### config.mk
export PLATFORM = sky130hd
export DESIGN_NAME = urpf_ctrl
export DESIGN_NICKNAME = d
export VERILOG_FILES = /design/src/hdl/urpf_pkg.sv /design/src/hdl/urpf_ctrl.sv
export SDC_FILE = /design/constraint.sdc
export NUM_CORES = 1
export LEC_CHECK = 0
export BUFFER_PORTS_ARGS = -buffer_cell sky130_fd_sc_hd__clkbuf_2
export CORE_AREA = 2 2 39 41
export CTS_CLUSTER_SIZE = 40
export DETAILED_ROUTE_END_ITERATION = 12
export DIE_AREA = 0 0 41 43
export PLACE_DENSITY_LB_ADDON = 0.08
export SLEW_MARGIN = 20
export SYNTH_ARGS = -nofsm -noshare
export SYNTH_HDL_FRONTEND = slang
export SYNTH_SLANG_ARGS = --single-unit
### constraint.sdc
create_clock -name clk -period 2.46 [get_ports clk]
set_clock_uncertainty 0.1 [all_clocks]
set_input_delay 0.246 -clock clk [delete_from_list [all_inputs] [get_ports clk]]
set_output_delay 0.246 -clock clk [all_outputs]
set_load 0.02 [all_outputs]
### src/hdl/urpf_pkg.sv
// urpf_pkg: constants, function codes and the controller/datapath command
// type for the packet framer. No dependencies.

package urpf_pkg;

    localparam int BUFFER_BYTES = 1024;
    localparam int RING_DEPTH   = 8;

    localparam int ADDR_W = $clog2(BUFFER_BYTES);
    localparam int PTR_W  = ADDR_W + 1;
    localparam int RING_W = $clog2(RING_DEPTH);

    // field widths fixed by the interface
    localparam int FUNC_W   = 2;
    localparam int BYTE_W   = 8;
    localparam int RADDR_W  = 10;
    localparam int OFF_W    = 10;
    localparam int LEN_W    = 11;

    localparam logic [LEN_W-1:0] MAX_LEN_RESET = LEN_W'(512);

    typedef enum logic [FUNC_W-1:0] {
        FUNC_RX_BYTE = 2'd0,
        FUNC_IDLE    = 2'd1,
        FUNC_DEQUEUE = 2'd2,
        FUNC_READ    = 2'd3
    } func_t;

    typedef struct packed {
        logic capture;   // latch accepted item
        logic exec;      // carry out the item's work
        logic load_out;  // move result into output register
    } urpf_cmd_t;

endpackage

### src/hdl/urpf_ctrl.sv
// urpf_ctrl: handshake controller for the packet framer.
// Depends on urpf_pkg; drives urpf_dp through urpf_cmd_t.

module urpf_ctrl
(
    input  logic                  clk,
    input  logic                  rst_n,
    input  logic                  in_valid,
    output logic                  in_ready,
    output logic                  out_valid,
    input  logic                  out_ready,
    output urpf_pkg::urpf_cmd_t   cmd
);

    typedef enum logic [1:0] {
        S_IDLE,
        S_EXEC,
        S_DONE
    } state_t;

    state_t state_reg, state_next;
    logic   out_valid_reg, out_valid_next;

    always_comb
    begin
        state_next     = state_reg;
        out_valid_next = out_valid_reg;
        cmd            = '0;
        if (out_valid_reg && out_ready)
        begin
            out_valid_next = 1'b0;
        end
        case (state_reg)
            S_IDLE:
            begin
                if (in_valid)
                begin
                    cmd.capture = 1'b1;
                    state_next  = S_EXEC;
                end
            end
            S_EXEC:
            begin
                cmd.exec   = 1'b1;
                state_next = S_DONE;
            end
            S_DONE:
            begin
                if (!out_valid_reg || out_ready)
                begin
                    cmd.load_out   = 1'b1;
                    out_valid_next = 1'b1;
                    state_next     = S_IDLE;
                end
            end
            default:
            begin
                state_next = S_IDLE;
            end
        endcase
    end

    always_ff @(posedge clk or negedge rst_n)
    begin
        if (!rst_n)
        begin
            state_reg     <= S_IDLE;
            out_valid_reg <= 1'b0;
        end
        else
        begin
            state_reg     <= state_next;
            out_valid_reg <= out_valid_next;
        end
    end

    assign in_ready  = (state_reg == S_IDLE);
    assign out_valid = out_valid_reg;

endmodule

After elaboration in Yosys (flattened, before gate mapping). Index checks and enable logic that the tools add are counted.

Register bits after elaboration: 3. Bits in latches: 0. Bits in writable memories: 0. Memory bits (read-only): 0. Output and inout port bits: 5. Word-level logic and storage cells: 22. Memories: 0.

Add/sub/neg operators: 0. Multipliers: 0. Div/mod/pow operators: 0. $lt $le $gt $ge: 0. Eq/ne operators: 4. Shift-type cells: 0. Muxes and demuxes: 11. Bitwise logic cells: 0. Reductions and logical operators: 5.

Operators with widths (number): two-way mux 1 bit (8); one-hot mux 2 bit (3 select lines) (1); two-way mux 2 bit (2); != test 2 bit, second input constant (2); equality test 2 x 1 -> 1 bit, second input constant (1); equality test 2 bit, second input constant (1); logical NOT 2 bit (1); AND reduction 2 bit (1); logical AND 1 bit (1); logical NOT 1 bit (1); logical OR 1 bit (1).

Longest topological paths before layout.
Depth in word-level cells: 4. Depth in mapped cells: 2. Depth with buffers taken out: 2.

Least setup slack after synthesis. Ideal clock, no wire load.

Path kind: reg-to-output. Start point: reg out_valid_reg, in the netlist out_valid. End point: out cmd[0] in the netlist's numbering. Arrival: 0.904 ns. Setup slack: 1.210 ns. Stages on the path, launching flop included: 3. Buffers on the path: 0. Cell sequence: dfrtp_1 -> nand2b_1 -> nor2b_1.

RTL lines: start: declaration (line urpf_ctrl.sv:22) `logic out_valid_reg, out_valid_next;`; start signal: assignment (line urpf_ctrl.sv:73) `out_valid_reg <= out_valid_next;`; end: declaration (line urpf_ctrl.sv:12) `output urpf_pkg::urpf_cmd_t cmd`.

==> impl_metrics.csv <==
group,metric,value,unit
synth,synth_area_per_cell,11.1,sq um
synth,synth_area,133,sq um
route,drt-vias-per-instance,3.17,
synth,ys_seq_area_share,56.6,%
min_path,worstHoldPathType,"in -> reg",
power_and_ir_drop,cellPowerDensity,1150,mW/mm^2
global_routing,grt.overflow.total,0,
floorplanning,core_area,0.00138,sq mm
route,vias,130,
route,drtAntennaViolNets,0,
route,route.detailed.drc,0,
setup_path,worstPathMaxFanout,3,
floorplanning,initial_utilization,9.58,%
timing,relSlewSlack,90.5,%
synth,yosysUniqueCellTypes,8,
global_routing,grt_antenna_before_repair,0,
synth,syn_nets,16,
placed_design,place_ws,1240,ps
clock_tree,clock_latency,230,ps
global_routing,grt_pass1_wl,510,um
clock_tree,numCtsBuffers,3,
clock_tree,path_clk_slew,40,ps
placed_design,numPortBuffers,8,
clock_tree,clk_path_buf_depth,2,
route,dr.pass1.iters,2,
floorplanning,die_w,41,um
timing,worst_slew_pin_slew,143,ps
timing,period_minus_slack,1440,ps
timing,drv_slew,0,
setup_path,cp.required,2110,ps
flow_run,cap_violations,0,
synth,synth-seq-cells,3,
route,drt_iter0_drc,4,
clock_tree,htreeDepth,1,
synth,synth_warnings,0,
power_and_ir_drop,leakagePower,0.116,nW
clock_tree,cts_setup_buffers,0,
timing,hold_ws,132,ps
global_routing,track_usage,5.03,%
placed_design,dpl.cell_count,36,
timing,fin_crit_sh,58.6,%
status,status,"finished clean",
layout,drive_above_1_share,52.0,%
layout,area_growth,72.6,%
setup_path,slowest_stage,"dfrtp_1",
setup_path,end_kind,"output pin",
timing,rsz0062_at_grt,"false",
synth,synth_area_leaders,"dfrtp_1 57%, and2_1 9.4%, nand2b_1 9.4%",
power_and_ir_drop,peakVddDrop,0.000350,V
layout,nNetsFinal,30,
setup_path,startpoint_type,"flop",
route,drt-total-wl,295,um
global_routing,grt_pass1_vias,136,
setup_path,cp_slowest_stage_delay,390,ps
timing,hold_viol_final,0,
synth,synth_top_area_share,56.6,%
setup_path,crit_chain,"nand2b_1 > nor2b_1 > clkbuf_2",
layout,fin_cells,41,
layout,largest_reg_flops,2,
layout,antenna_cells,0,
setup_path,rrSetupSlack,1550,ps
timing,fmax,694,MHz
setup_path,cp.arrival,1100,ps
synth,synthCells,12,
floorplanning,row_count,14,
global_routing,grt_max_degree,4,
timing,setup_slack,1020,ps
synth,synth_area_leader_cell,"dfrtp_1",
floorplanning,die_height,43,um
clock_tree,clkSinkCount,3,
timing,setup_viol,0,
route,post_drt_wl_per_cell,7.20,um
clock_tree,cts_tree,"yes",
setup_path,crit_type,"reg -> out",
floorplanning,die_area,0.00176,sq mm
clock_tree,cts_root_buf,"clkbuf_4",
timing,setup_tns,0,ps
floorplanning,io_pins,9,
placed_design,gp_congestion,0.614,
==> critical path: cells and delay by family (launching register included) <==
kind	cells	cell delay, ps
buffers and inverters	1	180
AND/OR/NAND/NOR	2	300
flip-flops	1	390
==> metrics by stage <==
stage / cell area (sq um) / power [mW] / utilization (%)
global placement: 193 / 0.178 / 13.9
detailed placement: 193 / 0.176 / 13.9
global route: 229 / 0.281 / 16.5
CTS: 229 / 0.269 / 16.5
floorplan: 133 / 0.142 / -
finish: 229 / 0.262 / 16.5
==> Yosys cell counts, drive strengths merged <==
master,number
nand2b,2
nor2,1
and2,2
o21bai,1
nor2b,2
dfrtp,3
nand2,1
==> layout by cell type (no fill, tap or decap) <==
cell	instances
clkbuf_2	8
clkbuf_4	3
dfrtp_1	3
nand2b_1	2
and2_1	2
nor2b_2	1
nor2_2	1
nor2b_1	1
nand2_1	1
o21bai_1	1
clkbuf_1	1
dlygate4sd3_1	1
==> worst paths after layout <==
check,startpoint,cells after the start,to
worst max register to register,state_reg[0],2,state_reg[1]
min in group asynchronous,rst_n,2,state_reg[0]
worst min-delay path,in_valid,2,state_reg[0]
worst max-delay path,state_reg[0],3,cmd[0]
worst min register to register,out_valid,2,out_valid
max in group asynchronous,rst_n,2,out_valid
==> routing by layer <==
layer,wire [um],GRT usage [%]
met2,149,5.63
met3,34,4.71
met5,0,0
met1,111,4.52
met4,0,6.00
==> logic make-up after synthesis <==
family | synth area share [%]
and+or+nand+nor | 37.7
DFF | 56.6
AOI/OAI and AO/OA | 5.66
==> power breakdown <==
group          internal (mW)  total (mW)  switching, mW
clock                 0.0609      0.0876         0.0267
sequential            0.0653      0.0773         0.0120
combinational         0.0374      0.0975         0.0602
==> layout make-up <==
| type | instances | area (sq um) |
|---|---|---|
| repair buffers | 9 | 50.0 |
| flip-flops and latches | 3 | 75.1 |
| fillers | 167 | 1150 |
| multi-input cells | 9 | 57.6 |
| well taps | 16 | 20.0 |
| clock buffers | 4 | 26.3 |
==> repair_timing <==
item / CTS / global route
hold buffers: 1 / 0
gates resized for setup: 0 / 0
setup endpoints to repair: 0 / 0
hold endpoints to repair: 3 / 0
No activity file was read; power rests on OpenSTA's default activity.
